[src/design/ssbs_pkg.sv]
// Shared types and constants of the supply switch and button supervisor.
// No dependencies; every other design file depends on this package.
package ssbs_pkg;

    localparam int SAMPLE_BITS_DEF = 12;

    localparam int CFG_DATA_W  = 16;
    localparam int CFG_INDEX_W = 3;
    localparam int COUNT_W     = 16;
    localparam int STABLE_W    = 8;

    // Opcodes of an input beat
    localparam logic [1:0] OP_TICK         = 2'd0;
    localparam logic [1:0] OP_SUPPLY_DROP  = 2'd1;
    localparam logic [1:0] OP_CHARGE_DELAY = 2'd2;

    // Configuration register indexes
    localparam logic [CFG_INDEX_W-1:0] REG_SUPPLY_LEVEL     = 3'd0;
    localparam logic [CFG_INDEX_W-1:0] REG_BUTTON_LEVEL     = 3'd1;
    localparam logic [CFG_INDEX_W-1:0] REG_SUPPLY_QUALIFY   = 3'd2;
    localparam logic [CFG_INDEX_W-1:0] REG_BOUNCE_TICKS     = 3'd3;
    localparam logic [CFG_INDEX_W-1:0] REG_POWER_DOWN_TICKS = 3'd4;
    localparam logic [CFG_INDEX_W-1:0] REG_WIPE_TICKS       = 3'd5;
    localparam logic [CFG_INDEX_W-1:0] REG_CHARGE_ALLOWED   = 3'd6;

    // Register reset values
    localparam int SUPPLY_LEVEL_RST = 2048;
    localparam int BUTTON_LEVEL_RST = 2730;
    localparam logic [COUNT_W-1:0]  SUPPLY_QUALIFY_RST = 16'd20;
    localparam logic [STABLE_W-1:0] BOUNCE_TICKS_RST   = 8'd3;
    localparam logic [COUNT_W-1:0]  POWER_DOWN_RST     = 16'd400;   // 200 * 2
    localparam logic [COUNT_W-1:0]  WIPE_RST           = 16'd2000;  // 200 * 10

    // Sample-independent configuration, plus the qualifier clear strobe
    typedef struct packed {
        logic [COUNT_W-1:0]  supply_qualify_ticks;
        logic [STABLE_W-1:0] bounce_ticks;
        logic [COUNT_W-1:0]  power_down_ticks;
        logic [COUNT_W-1:0]  wipe_ticks;
        logic                charge_allowed;
        logic                clear_supply_count;
    } cfg_t;

    typedef struct packed {
        logic on_battery;
        logic switched_to_external;
        logic charger_released;
        logic button_down;
        logic lights_off;
        logic power_stop;
        logic wipe_reset;
    } res_t;

endpackage

[src/design/ssbs_if.sv]
// Valid/ready channel interfaces for input beats and result beats.
// Depends on ssbs_pkg for the default sample width.
interface ssbs_item_if #(parameter int SAMPLE_BITS = ssbs_pkg::SAMPLE_BITS_DEF);
    logic                   valid;
    logic                   ready;
    logic [1:0]             opcode;
    logic [SAMPLE_BITS-1:0] supply_sample;
    logic [SAMPLE_BITS-1:0] button_sample;

    modport source (output valid, output opcode, output supply_sample,
                    output button_sample, input ready);
    modport sink   (input valid, input opcode, input supply_sample,
                    input button_sample, output ready);
endinterface

interface ssbs_result_if;
    logic valid;
    logic ready;
    logic on_battery;
    logic switched_to_external;
    logic charger_released;
    logic button_down;
    logic lights_off;
    logic power_stop;
    logic wipe_reset;

    modport source (output valid, output on_battery, output switched_to_external,
                    output charger_released, output button_down,
                    output lights_off, output power_stop, output wipe_reset,
                    input ready);
    modport sink   (input valid, input on_battery, input switched_to_external,
                    input charger_released, input button_down,
                    input lights_off, input power_stop, input wipe_reset,
                    output ready);
endinterface

[src/design/ssbs_cfg_regs.sv]
// Configuration register file: plain write port, no read-back.
// Depends on ssbs_pkg.
module ssbs_cfg_regs #(
    parameter int SAMPLE_BITS = ssbs_pkg::SAMPLE_BITS_DEF
) (
    input  logic                                clk,
    input  logic                                rst_n,
    input  logic                                cfg_we,
    input  logic [ssbs_pkg::CFG_INDEX_W-1:0]    cfg_index,
    input  logic [ssbs_pkg::CFG_DATA_W-1:0]     cfg_data,
    output logic [SAMPLE_BITS-1:0]              supply_level,
    output logic [SAMPLE_BITS-1:0]              button_level,
    output ssbs_pkg::cfg_t                      cfg
);
    import ssbs_pkg::*;

    logic [SAMPLE_BITS-1:0] supply_level_reg;
    logic [SAMPLE_BITS-1:0] button_level_reg;
    logic [COUNT_W-1:0]     qualify_reg;
    logic [STABLE_W-1:0]    bounce_reg;
    logic [COUNT_W-1:0]     power_down_reg;
    logic [COUNT_W-1:0]     wipe_reg;
    logic                   charge_allowed_reg;

    always_ff @(posedge clk or negedge rst_n)
    begin
        if (!rst_n)
        begin
            supply_level_reg   <= SAMPLE_BITS'(SUPPLY_LEVEL_RST);
            button_level_reg   <= SAMPLE_BITS'(BUTTON_LEVEL_RST);
            qualify_reg        <= SUPPLY_QUALIFY_RST;
            bounce_reg         <= BOUNCE_TICKS_RST;
            power_down_reg     <= POWER_DOWN_RST;
            wipe_reg           <= WIPE_RST;
            charge_allowed_reg <= 1'b1;
        end
        else if (cfg_we)
        begin
            case (cfg_index)
                REG_SUPPLY_LEVEL:     supply_level_reg   <= cfg_data[SAMPLE_BITS-1:0];
                REG_BUTTON_LEVEL:     button_level_reg   <= cfg_data[SAMPLE_BITS-1:0];
                REG_SUPPLY_QUALIFY:   qualify_reg        <= cfg_data;
                REG_BOUNCE_TICKS:     bounce_reg         <= cfg_data[STABLE_W-1:0];
                REG_POWER_DOWN_TICKS: power_down_reg     <= cfg_data;
                REG_WIPE_TICKS:       wipe_reg           <= cfg_data;
                REG_CHARGE_ALLOWED:   charge_allowed_reg <= cfg_data[0];
                default:              ;
            endcase
        end
    end

    assign supply_level = supply_level_reg;
    assign button_level = button_level_reg;

    always_comb
    begin
        cfg.supply_qualify_ticks = qualify_reg;
        cfg.bounce_ticks         = bounce_reg;
        cfg.power_down_ticks     = power_down_reg;
        cfg.wipe_ticks           = wipe_reg;
        cfg.charge_allowed       = charge_allowed_reg;
        // writing charge_allowed also restarts supply qualification
        cfg.clear_supply_count   = cfg_we && (cfg_index == REG_CHARGE_ALLOWED);
    end

endmodule

[src/design/ssbs_supervise.sv]
// Supervisor state and its single-pass update for one beat.
// Depends on ssbs_pkg; fed by the input register in the top level.
module ssbs_supervise #(
    parameter int SAMPLE_BITS = ssbs_pkg::SAMPLE_BITS_DEF
) (
    input  logic                   clk,
    input  logic                   rst_n,
    input  logic                   step,
    input  logic [1:0]             opcode,
    input  logic [SAMPLE_BITS-1:0] supply_sample,
    input  logic [SAMPLE_BITS-1:0] button_sample,
    input  logic [SAMPLE_BITS-1:0] supply_level,
    input  logic [SAMPLE_BITS-1:0] button_level,
    input  ssbs_pkg::cfg_t         cfg,
    output ssbs_pkg::res_t         res
);
    import ssbs_pkg::*;

    logic                last_present_reg, last_present_next;
    logic [COUNT_W-1:0]  supply_count_reg, supply_count_next;
    logic                battery_reg, battery_next;
    logic                charger_reg, charger_next;
    logic                raw_button_reg, raw_button_next;
    logic [STABLE_W-1:0] stable_reg, stable_next;
    logic                debounced_reg, debounced_next;
    logic [COUNT_W-1:0]  hold_reg, hold_next;

    logic                present;
    logic                pressed_now;
    logic                qualified;
    logic [COUNT_W-1:0]  count_tick;

    always_comb
    begin
        present     = (supply_sample >= supply_level);
        pressed_now = (button_sample >= button_level);

        last_present_next = last_present_reg;
        supply_count_next = supply_count_reg;
        battery_next      = battery_reg;
        charger_next      = charger_reg;
        raw_button_next   = raw_button_reg;
        stable_next       = stable_reg;
        debounced_next    = debounced_reg;
        hold_next         = hold_reg;

        count_tick = '0;
        if (present && last_present_reg)
            count_tick = (supply_count_reg == '1) ? supply_count_reg
                                                  : supply_count_reg + 1'b1;
        qualified = (count_tick >= cfg.supply_qualify_ticks);

        res = '0;

        case (opcode)
            OP_TICK:
            begin
                supply_count_next = count_tick;
                last_present_next = present;

                if (qualified)
                begin
                    battery_next             = 1'b0;
                    res.switched_to_external = battery_reg;
                end
                if (cfg.charge_allowed)
                    charger_next = qualified;

                if (raw_button_reg != pressed_now)
                begin
                    raw_button_next = pressed_now;
                    stable_next     = '0;
                end
                else
                begin
                    stable_next = (stable_reg == '1) ? stable_reg : stable_reg + 1'b1;
                    if (stable_next > cfg.bounce_ticks)
                        debounced_next = raw_button_reg;
                end

                if (debounced_next)
                begin
                    if (hold_reg < cfg.power_down_ticks)
                        hold_next = hold_reg + 1'b1;
                    else if (hold_reg < cfg.wipe_ticks)
                    begin
                        res.lights_off = 1'b1;
                        hold_next      = hold_reg + 1'b1;
                    end
                    else
                        res.wipe_reset = 1'b1;
                end
                else if (hold_reg >= cfg.power_down_ticks)
                    res.power_stop = 1'b1;   // hold count kept: repeats until pressed again
                else
                    hold_next = '0;
            end
            OP_SUPPLY_DROP:  battery_next      = 1'b1;
            OP_CHARGE_DELAY: supply_count_next = '0;
            default:         ;
        endcase

        res.on_battery       = battery_next;
        res.charger_released = charger_next;
        res.button_down      = debounced_next;
    end

    always_ff @(posedge clk or negedge rst_n)
    begin
        if (!rst_n)
        begin
            last_present_reg <= 1'b0;
            supply_count_reg <= '0;
            battery_reg      <= 1'b1;
            charger_reg      <= 1'b0;
            raw_button_reg   <= 1'b0;
            stable_reg       <= '0;
            debounced_reg    <= 1'b0;
            hold_reg         <= '0;
        end
        else if (cfg.clear_supply_count)
        begin
            supply_count_reg <= '0;
        end
        else if (step)
        begin
            last_present_reg <= last_present_next;
            supply_count_reg <= supply_count_next;
            battery_reg      <= battery_next;
            charger_reg      <= charger_next;
            raw_button_reg   <= raw_button_next;
            stable_reg       <= stable_next;
            debounced_reg    <= debounced_next;
            hold_reg         <= hold_next;
        end
    end

    a_clear_count: assert property (@(posedge clk) disable iff (!rst_n)
        cfg.clear_supply_count |=> (supply_count_reg == '0))
        else $error("supply count not cleared by charge_allowed write");

    a_hold_frozen_released: assert property (@(posedge clk) disable iff (!rst_n)
        (step && res.power_stop) |=> (hold_reg == $past(hold_reg)))
        else $error("hold count moved during power stop request");

endmodule

[src/design/supply_switch_and_button_supervisor_core.sv]
// Top level of the supply switch and button supervisor.
// Depends on ssbs_pkg, ssbs_if, ssbs_cfg_regs and ssbs_supervise.
//
//  port      dir   handshake       beat contents
//  item      sink  valid/ready     opcode, supply_sample, button_sample
//  result    src   valid/ready     on_battery .. wipe_reset (7 flags)
//  cfg_*     in    cfg_we only     cfg_index, cfg_data (16 bits)
//
// One beat per clock while the result is not stalled; a beat passes the input
// register, then the state update and result register in the same cycle.
// rst_n resets all supervisor state and loads the register defaults.
// A stalled result holds the result register; the input register still
// takes one more beat, after which item.ready follows result.ready.
module supply_switch_and_button_supervisor_core #(
    parameter int SAMPLE_BITS = ssbs_pkg::SAMPLE_BITS_DEF
) (
    input  logic                              clk,
    input  logic                              rst_n,
    input  logic                              cfg_we,
    input  logic [ssbs_pkg::CFG_INDEX_W-1:0]  cfg_index,
    input  logic [ssbs_pkg::CFG_DATA_W-1:0]   cfg_data,
    ssbs_item_if.sink                         item,
    ssbs_result_if.source                     result
);
    import ssbs_pkg::*;

    logic [SAMPLE_BITS-1:0] supply_level;
    logic [SAMPLE_BITS-1:0] button_level;
    cfg_t                   cfg;

    logic                   s1_valid_reg, s1_valid_next;
    logic [1:0]             s1_opcode_reg;
    logic [SAMPLE_BITS-1:0] s1_supply_reg;
    logic [SAMPLE_BITS-1:0] s1_button_reg;

    logic                   res_valid_reg, res_valid_next;
    res_t                   res_reg;
    res_t                   res_comb;

    logic                   res_load;
    logic                   advance;
    logic                   take;

    ssbs_cfg_regs #(.SAMPLE_BITS(SAMPLE_BITS)) u_cfg (
        .clk          (clk),
        .rst_n        (rst_n),
        .cfg_we       (cfg_we),
        .cfg_index    (cfg_index),
        .cfg_data     (cfg_data),
        .supply_level (supply_level),
        .button_level (button_level),
        .cfg          (cfg)
    );

    ssbs_supervise #(.SAMPLE_BITS(SAMPLE_BITS)) u_supervise (
        .clk           (clk),
        .rst_n         (rst_n),
        .step          (advance),
        .opcode        (s1_opcode_reg),
        .supply_sample (s1_supply_reg),
        .button_sample (s1_button_reg),
        .supply_level  (supply_level),
        .button_level  (button_level),
        .cfg           (cfg),
        .res           (res_comb)
    );

    assign res_load   = !res_valid_reg || result.ready;
    assign advance    = s1_valid_reg && res_load;
    assign item.ready = !s1_valid_reg || res_load;
    assign take       = item.valid && item.ready;

    always_comb
    begin
        s1_valid_next = s1_valid_reg;
        if (take)
            s1_valid_next = 1'b1;
        else if (advance)
            s1_valid_next = 1'b0;
        res_valid_next = res_load ? s1_valid_reg : res_valid_reg;
    end

    always_ff @(posedge clk or negedge rst_n)
    begin
        if (!rst_n)
        begin
            s1_valid_reg  <= 1'b0;
            res_valid_reg <= 1'b0;
        end
        else
        begin
            s1_valid_reg  <= s1_valid_next;
            res_valid_reg <= res_valid_next;
        end
    end

    always_ff @(posedge clk)
    begin
        if (take)
        begin
            s1_opcode_reg <= item.opcode;
            s1_supply_reg <= item.supply_sample;
            s1_button_reg <= item.button_sample;
        end
        if (advance)
            res_reg <= res_comb;
    end

    assign result.valid                = res_valid_reg;
    assign result.on_battery           = res_reg.on_battery;
    assign result.switched_to_external = res_reg.switched_to_external;
    assign result.charger_released     = res_reg.charger_released;
    assign result.button_down          = res_reg.button_down;
    assign result.lights_off           = res_reg.lights_off;
    assign result.power_stop           = res_reg.power_stop;
    assign result.wipe_reset           = res_reg.wipe_reset;

    a_switch_leaves_battery: assert property (@(posedge clk) disable iff (!rst_n)
        result.valid |-> !(result.switched_to_external && result.on_battery))
        else $error("switch to external reported while still on battery");

    a_lights_wipe_exclusive: assert property (@(posedge clk) disable iff (!rst_n)
        result.valid |-> !(result.lights_off && result.wipe_reset))
        else $error("lights_off and wipe_reset in one beat");

    a_stop_needs_release: assert property (@(posedge clk) disable iff (!rst_n)
        result.valid && result.power_stop |-> !result.button_down)
        else $error("power_stop while button still pressed");

    a_no_overrun: assert property (@(posedge clk) disable iff (!rst_n)
        (s1_valid_reg && !advance) |=> (s1_valid_reg && $stable(s1_opcode_reg)))
        else $error("input register lost a waiting beat");

endmodule
[src/flat_wrapper.sv]
// flat-port wrapper written by rule: the top's interface ports become plain ports
module supply_switch_and_button_supervisor_core_flat import ssbs_pkg::*;
#(
    parameter int SAMPLE_BITS = ssbs_pkg::SAMPLE_BITS_DEF
)
  (clk, rst_n, cfg_we, cfg_index, cfg_data, item_valid, item_opcode, item_supply_sample, item_button_sample, item_ready, result_valid, result_on_battery, result_switched_to_external, result_charger_released, result_button_down, result_lights_off, result_power_stop, result_wipe_reset, result_ready);
  ssbs_item_if #(.SAMPLE_BITS(SAMPLE_BITS)) item_i ();
  ssbs_result_if result_i ();
  input  logic clk;
  input  logic rst_n;
  input  logic cfg_we;
  input  logic [ssbs_pkg::CFG_INDEX_W-1:0] cfg_index;
  input  logic [ssbs_pkg::CFG_DATA_W-1:0] cfg_data;
  input wire logic [$bits(item_i.valid)-1:0] item_valid;
  input wire logic [$bits(item_i.opcode)-1:0] item_opcode;
  input wire logic [$bits(item_i.supply_sample)-1:0] item_supply_sample;
  input wire logic [$bits(item_i.button_sample)-1:0] item_button_sample;
  output wire logic [$bits(item_i.ready)-1:0] item_ready;
  output wire logic [$bits(result_i.valid)-1:0] result_valid;
  output wire logic [$bits(result_i.on_battery)-1:0] result_on_battery;
  output wire logic [$bits(result_i.switched_to_external)-1:0] result_switched_to_external;
  output wire logic [$bits(result_i.charger_released)-1:0] result_charger_released;
  output wire logic [$bits(result_i.button_down)-1:0] result_button_down;
  output wire logic [$bits(result_i.lights_off)-1:0] result_lights_off;
  output wire logic [$bits(result_i.power_stop)-1:0] result_power_stop;
  output wire logic [$bits(result_i.wipe_reset)-1:0] result_wipe_reset;
  input wire logic [$bits(result_i.ready)-1:0] result_ready;
  assign item_i.valid = item_valid;
  assign item_i.opcode = item_opcode;
  assign item_i.supply_sample = item_supply_sample;
  assign item_i.button_sample = item_button_sample;
  assign item_ready = item_i.ready;
  assign result_valid = result_i.valid;
  assign result_on_battery = result_i.on_battery;
  assign result_switched_to_external = result_i.switched_to_external;
  assign result_charger_released = result_i.charger_released;
  assign result_button_down = result_i.button_down;
  assign result_lights_off = result_i.lights_off;
  assign result_power_stop = result_i.power_stop;
  assign result_wipe_reset = result_i.wipe_reset;
  assign result_i.ready = result_ready;
  supply_switch_and_button_supervisor_core #(.SAMPLE_BITS(SAMPLE_BITS)) u_core (.clk(clk), .rst_n(rst_n), .cfg_we(cfg_we), .cfg_index(cfg_index), .cfg_data(cfg_data), .item(item_i), .result(result_i));
endmodule
[config.mk]
export PLATFORM = sky130hd
export DESIGN_NAME = supply_switch_and_button_supervisor_core_flat
export DESIGN_NICKNAME = d
export VERILOG_FILES = /design/src/design/ssbs_pkg.sv /design/src/design/ssbs_if.sv /design/src/design/ssbs_cfg_regs.sv /design/src/design/ssbs_supervise.sv /design/src/design/supply_switch_and_button_supervisor_core.sv /design/src/flat_wrapper.sv
export SDC_FILE = /design/constraint.sdc
export NUM_CORES = 1
export LEC_CHECK = 0
export ABC_CLOCK_PERIOD_IN_PS = 3900
export BUFFER_PORTS_ARGS = -buffer_cell sky130_fd_sc_hd__buf_4
export CAP_MARGIN = 40
export CORE_MARGIN = 1.5
export CORE_UTILIZATION = 35
export CTS_CLUSTER_DIAMETER = 30
export DETAILED_ROUTE_END_ITERATION = 10
export MAX_ROUTING_LAYER = met4
export PLACE_DENSITY = 0.49
export SETUP_SLACK_MARGIN = 0.05
export SYNTH_ARGS = -nofsm -noshare
export SYNTH_HDL_FRONTEND = slang
export SYNTH_SLANG_ARGS = --single-unit
[constraint.sdc]
create_clock -name clk -period 3.9 [get_ports clk]
set_input_delay 0.195 -clock clk [delete_from_list [all_inputs] [get_ports clk]]
set_output_delay 0.195 -clock clk [all_outputs]
set_load 0.02 [all_outputs]
* After elaboration in Yosys (flattened, before gate mapping)
Cells that the tools add are included.
** Word-level totals
- Bits in registers :: 161
- Input bits :: 50
- Output and inout bits :: 9
** Operators by class
- Add/subtract/negate cells :: 3
- $lt $le $gt $ge :: 7
- Equality and inequality tests :: 13
- Muxes and demuxes :: 24
- Bitwise operators :: 3
- Reductions and logical operators :: 28
** Operator list (count)
- two-way mux 16 bit :: 8
- adder 16 x 1 -> 16 bit (second input constant) :: 2
- >= comparator 16 bit :: 2
- < comparator 16 bit :: 2
- one-hot mux 16 bit (2 select lines) :: 1
- >= comparator 12 bit :: 2
- AND reduction 2 bit :: 10
- == test 16 bit (second input constant) :: 1
- two-way mux 8 bit :: 2
- two-way mux 1 bit :: 12
- == test 3 bit (second input constant) :: 3
- adder 8 x 1 -> 8 bit (second input constant) :: 1
- == test 8 bit (second input constant) :: 1
- > comparator 8 bit :: 1
- == test 3 x 2 -> 1 bit (second input constant) :: 2
- AND reduction 5 bit :: 1
- logical AND 1 bit :: 4
- AND reduction 4 bit :: 1
- nonzero test 2 bit :: 2
- == test 3 x 1 -> 1 bit (second input constant) :: 1
- logical NOT 3 bit :: 1
- inequality test 3 x 1 -> 1 bit (second input constant) :: 1
- inverter 1 bit :: 3
- AND reduction 3 bit :: 1
- 11 further kinds :: 13

* Logic depth before layout (Yosys ltp)
- Depth after elaboration :: 8
- Mapped depth :: 20
- Gate-level depth less buffers :: 18

* By module
Synthesis repeated with hierarchy kept, for this count alone.
** Unflattened totals
- Cells, all modules :: 849
- Area total of the unflattened synthesis :: 9180.1 µm²
** By module, submodules not included
- ssbs_supervise :: times used 1, cells each 631, area each 4976.0 µm²
- ssbs_cfg_regs :: times used 1, cells each 177, area each 3109.2 µm²
- supply_switch_and_button_supervisor_core :: times used 1, cells each 41, area each 1094.8 µm²

* Worst setup path before layout
No wires, ideal clock.
- Kind :: flip-flop to flip-flop
- Start :: register u_core.s1_supply_reg[6]
- End :: register u_core.res_reg, in the netlist u_core.result.charger_released (data pin)
- Setup time :: 0.260 ns
- Arrival time :: 3.707 ns
- Required time :: 3.640 ns
- Setup slack :: -0.067 ns
- Cell stages (with the launch flop) :: 19
- Path buffers :: 2
- Cell sequence :: edfxtp_1 -> ha_1 -> a21oi_1 -> nand2_1 -> a2111oi_0 -> o21ai_0 -> a41oi_1 -> buf_2 -> buf_2 -> a21oi_1 -> ha_1 -> a21o_1 -> a21o_1 -> a21oi_1 -> o21a_1 -> o31ai_1 -> a31oi_1 -> o21ai_0 -> mux2_2
** On the way
- Cells in the longest elaborated chain, start to end :: 6
** Ends and longest elaborated chain
- start, declared :: line supply_switch_and_button_supervisor_core.sv:33 : logic [SAMPLE_BITS-1:0] s1_supply_reg;
- start signal, assigned :: line supply_switch_and_button_supervisor_core.sv:102 : s1_supply_reg <= item.supply_sample;
- >= comparator 12 bit :: line ssbs_supervise.sv:35 : present = (supply_sample >= supply_level);
- logical AND 1 bit :: line ssbs_supervise.sv:48 : if (present && last_present_reg)
- two-way mux 16 bit :: line ssbs_supervise.sv:48
- >= comparator 16 bit :: line ssbs_supervise.sv:51 : qualified = (count_tick >= cfg.supply_qualify_ticks);
- two-way mux 1 bit :: line ssbs_supervise.sv:66 : if (cfg.charge_allowed)
- two-way mux 1 bit :: line ssbs_supervise.sv:55 : case (opcode)
- net u_core.u_supervise.charger_next :: line ssbs_supervise.sv:22 : logic charger_reg, charger_next;
- end signal, assigned :: line supply_switch_and_button_supervisor_core.sv:106 : res_reg <= res_comb;
- end, declared :: line supply_switch_and_button_supervisor_core.sv:37 : res_t res_reg;
The timed path passes the listed nets, and every way through them passes these cells.
A chain may end at the register's enable or synchronous reset.

* Final worst setup path
- Start :: register u_core.s1_supply_reg[0]
- End :: register u_core.res_reg, in the netlist u_core.result.charger_released (data pin)
Same word-level chain as after synthesis.

==> results.yml <==
sta:
  finalHoldViolCount: 0
  setup_viol: 0
  fin_tns_setup_ns: 0
  max_freq_mhz: 274
  worstMarginPinSlew_ns: 0.819
  slew_violations: 0
  rsz0062_at_grt: "true"
  slew_headroom: 0.448
  period_share: 0.935
  period_minus_slack_ns: 3.65
  whs_ns: 0.0340
  skew_ns: 0.0112
worst_setup_path:
  max_stage_delay_ns: 0.37
  startpoint: "u_core.s1_supply_reg[0]$_DFFE_PP_"
  cp_cell_sequence: "inv_1 > ha_1 > nand2b_1 > a21o_1 > a21o_1 > a21oi_1 > o21ai_1 > a41oi_2 > buf_6 > buf_4 > a21oi_1 > ha_1 > a21o_1 > a21o_1 > a21oi_1 > o21a_1 > o31ai_1 > a31oi_1 > o21ai_2 > mux2_2"
  crit_path_end_kind: "register"
  path_buf_inv: 3
  critPathSlowestCell: "edfxtp_1"
  path_max_fanout: 6
  critPathLaunchType: "register"
  crit-reg2reg-launch: "u_core.s1_supply_reg[0]$_DFFE_PP_"
  reg2regPathDepth: 20
  critical-path-top-delay-family: "compound AO/OA/AOI/OAI gates"
  path_class: "register to register"
  cp_common_cell: "a21o_1"
  worstPathRequired_ns: 4.07
  cp.arrival_ns: 3.82
  rrSetupSlack_ns: 0.25
  r2r-end: "u_core.result.charger_released$_DFFE_PP_"
pwr:
  irDropWorstVdd_mv: 0.260
  power.density_mw_per_mm2: 443
  power.leakage_nw: 4.91
route:
  wire_per_inst_um: 16.4
  drt_iter0_drc: 273
  drc: 0
  ant_nets: 0
  firstDrtPassIters: 5
  vias: 6439
  viasPerCell: 4.96
  wl_um: 21300
floorplanning:
  dieWidth_um: 161
  die_area_mm2: 0.0259
  rows: 57
  ios: 59
  core_mm2: 0.0244
  start_util: 0.358
  dieHeight_um: 161
logic_synthesis:
  synthMuxAreaShare: 0.0424
  synthTopCellsByCount: "dfrtp_1 (106), nand2_1 (93), ha_1 (82), inv_1 (82), o21ai_0 (65)"
  synthSimpleGateAreaFrac: 0.138
  yosysUniqueCellTypes: 57
  synth_compound_area_frac: 0.160
  synth-main-ff-cell: "dfrtp_1"
  ys_seq_area_frac: 0.483
  syn_inst: 847
  synth_top_family_by_area: "compound AO/OA/AOI/OAI gates"
  ys_ff_latch: 161
  synth-edff-count: 33
  yosysTopAreaCell: "dfrtp_1"
  synth_area_mm2: 0.00874
  synth_fa_ha_area_frac: 0.117
  synth_top_area_share: 0.304
  synthArstFlopShare: 0.795
  syn_area_per_cell_um2: 10.3
  synth.most_common_cell: "dfrtp_1"
  synthXorXnorAreaFrac: 0.0110
  synth_area_leaders: "dfrtp_1 (30%), ha_1 (12%), edfxtp_1 (11%), dfstp_2 (6.6%), mux2_2 (4.1%)"
  syn-num-nets: 979
  yosysWarnings: 0
finish:
  n_antenna_cell: 0
  layout-drive-gt1-share: 0.204
  nets: 1093
  finalCoreUtilization: 0.436
  area_delta_synth_final_pct: 21.6
grt:
  grt_pass1_vias: 6427
  grt-ovfl-total: 0
  grt_antenna_before_repair: 0
  grt_max_degree: 70
  track_usage: 0.177
  grt_pass1_wl_um: 34500
clock_network:
  cts_buffer_depth: 2
  clk_pin_slew_ns: 0.06
  clkSinkCount: 161
  cts_root_buffer: "clkbuf_16"
  clk_latency_ns: 0.42
  cts_tree: "yes"
  htreeDepth: 4
  cts_made_buffers: 17
placement:
  io_buffers: 58
  post-dp-hpwl_um: 15400
  place.gp.congestion: 0.787
flow_run:
  timing.max_cap.violations: 0
min_path:
  min_to: "u_core.u_cfg.power_down_reg[12]$_DFFE_PN0P_"
  min-delay-start: "cfg_data[12]"
  whs_path_depth: 3
  hold_path_class: "input pin to register"
run_status:
  outcome: "completed"
==> worst max-delay path by stage <==
stage                                                 endpoint  slack (ns)  depth (start not counted)
floorplan             u_core.result.charger_released$_DFFE_PP_        0.08                         18
global placement      u_core.result.charger_released$_DFFE_PP_       -0.02                         17
detailed placement    u_core.result.charger_released$_DFFE_PP_      -0.005                         17
CTS                 u_core.u_supervise.hold_reg[6]$_DFFE_PN0P_        0.12                         15
global route          u_core.result.charger_released$_DFFE_PP_        0.01                         20
finish                u_core.result.charger_released$_DFFE_PP_        0.25                         20
==> report_power, final <==
group	internal (mW)	switching [mW]	leakage, nW	total, mW
sequential	1.99	0.109	1.91	2.10
clock	0.881	0.671	0.259	1.55
combinational	0.474	0.587	2.75	1.06
==> worst register-to-register path, delay by kind of cell (launching register included) <==
family	cells	cell delay (ns)
adders and majority gates	2	0.39
muxes	1	0.26
DFF	1	0.37
AOI/OAI and AO/OA	13	1.86
and+or+nand+nor	1	0.14
buffers and inverters	3	0.36
==> cell usage in the layout, fill, tap and decap left out, types with 4 or more instances in the layout <==
cell type and n:
o211ai_1 8, ha_1 81, xnor2_1 4, a22o_1 24
o31ai_1 7, clkbuf_1 6, nand3_1 21, nor3_1 15
a31oi_1 8, a21oi_1 35, nor2_1 30, o21ai_0 63
dfrtp_1 106, xor2_1 6, and2_1 5, nand2b_1 8
dlygate4sd3_1 28, mux2_2 32, dfstp_2 22, a21o_1 24
buf_4 89, nor2b_1 11, o21ai_1 4, inv_1 82
nand2_1 93, edfxtp_1 33, nand4_1 13, a211o_1 6
and3_1 12, a21oi_2 4, o21a_1 10, clkbuf_16 17
==> what timing repair did <==
item,CTS,global route
resized for setup,2,16
gates cloned,0,0
pin swaps,0,3
buffers inserted,0,2
endpoints found under the hold margin,81,0
setup endpoints to repair,2,20
hold buffers,28,0
==> stage by stage <==
step,cells,power [mW],instance area (µm²),worst slack (ns)
final,1298,4.71,10600,0.252
after global routing,1298,5.01,10600,0.0132
after CTS,1296,4.75,10600,0.117
after detailed placement,1236,3.15,9730,-0.00536
after global placement,1234,3.14,9710,-0.0189
after floorplan,847,2.76,8740,0.0754
==> cells by family after synthesis <==
| group | Yosys count |
|---|---|
| multiplexers | 33 |
| buffers and inverters | 107 |
| XOR/XNOR | 11 |
| adder cells (fa/ha/maj) | 82 |
| AND/OR/NAND/NOR | 240 |
| flip-flops | 161 |
| AO/OA/AOI/OAI | 213 |
==> per-layer routing <==
| layer | track usage | up-vias | share of wire |
|---|---|---|---|
| li1 | - | 3270 | - |
| met1 | 0.241 | 3078 | 0.51 |
| met2 | 0.280 | 82 | 0.46 |
| met3 | 0.0249 | 9 | 0.022 |
| met4 | 0.0442 | 0 | 0.0076 |
| met5 | - | - | 0 |
==> layout make-up <==
cell class,count,area (µm²)
Timing Repair Buffer,120,986
Inverter,82,308
Multi-Input combinational cell,579,4170
Clock buffer,23,448
Fill cell,2382,13800
Clock inverter,9,87.6
Tap cell,324,405
Sequential cell,161,4220
(Power assumes the default switching activity.)
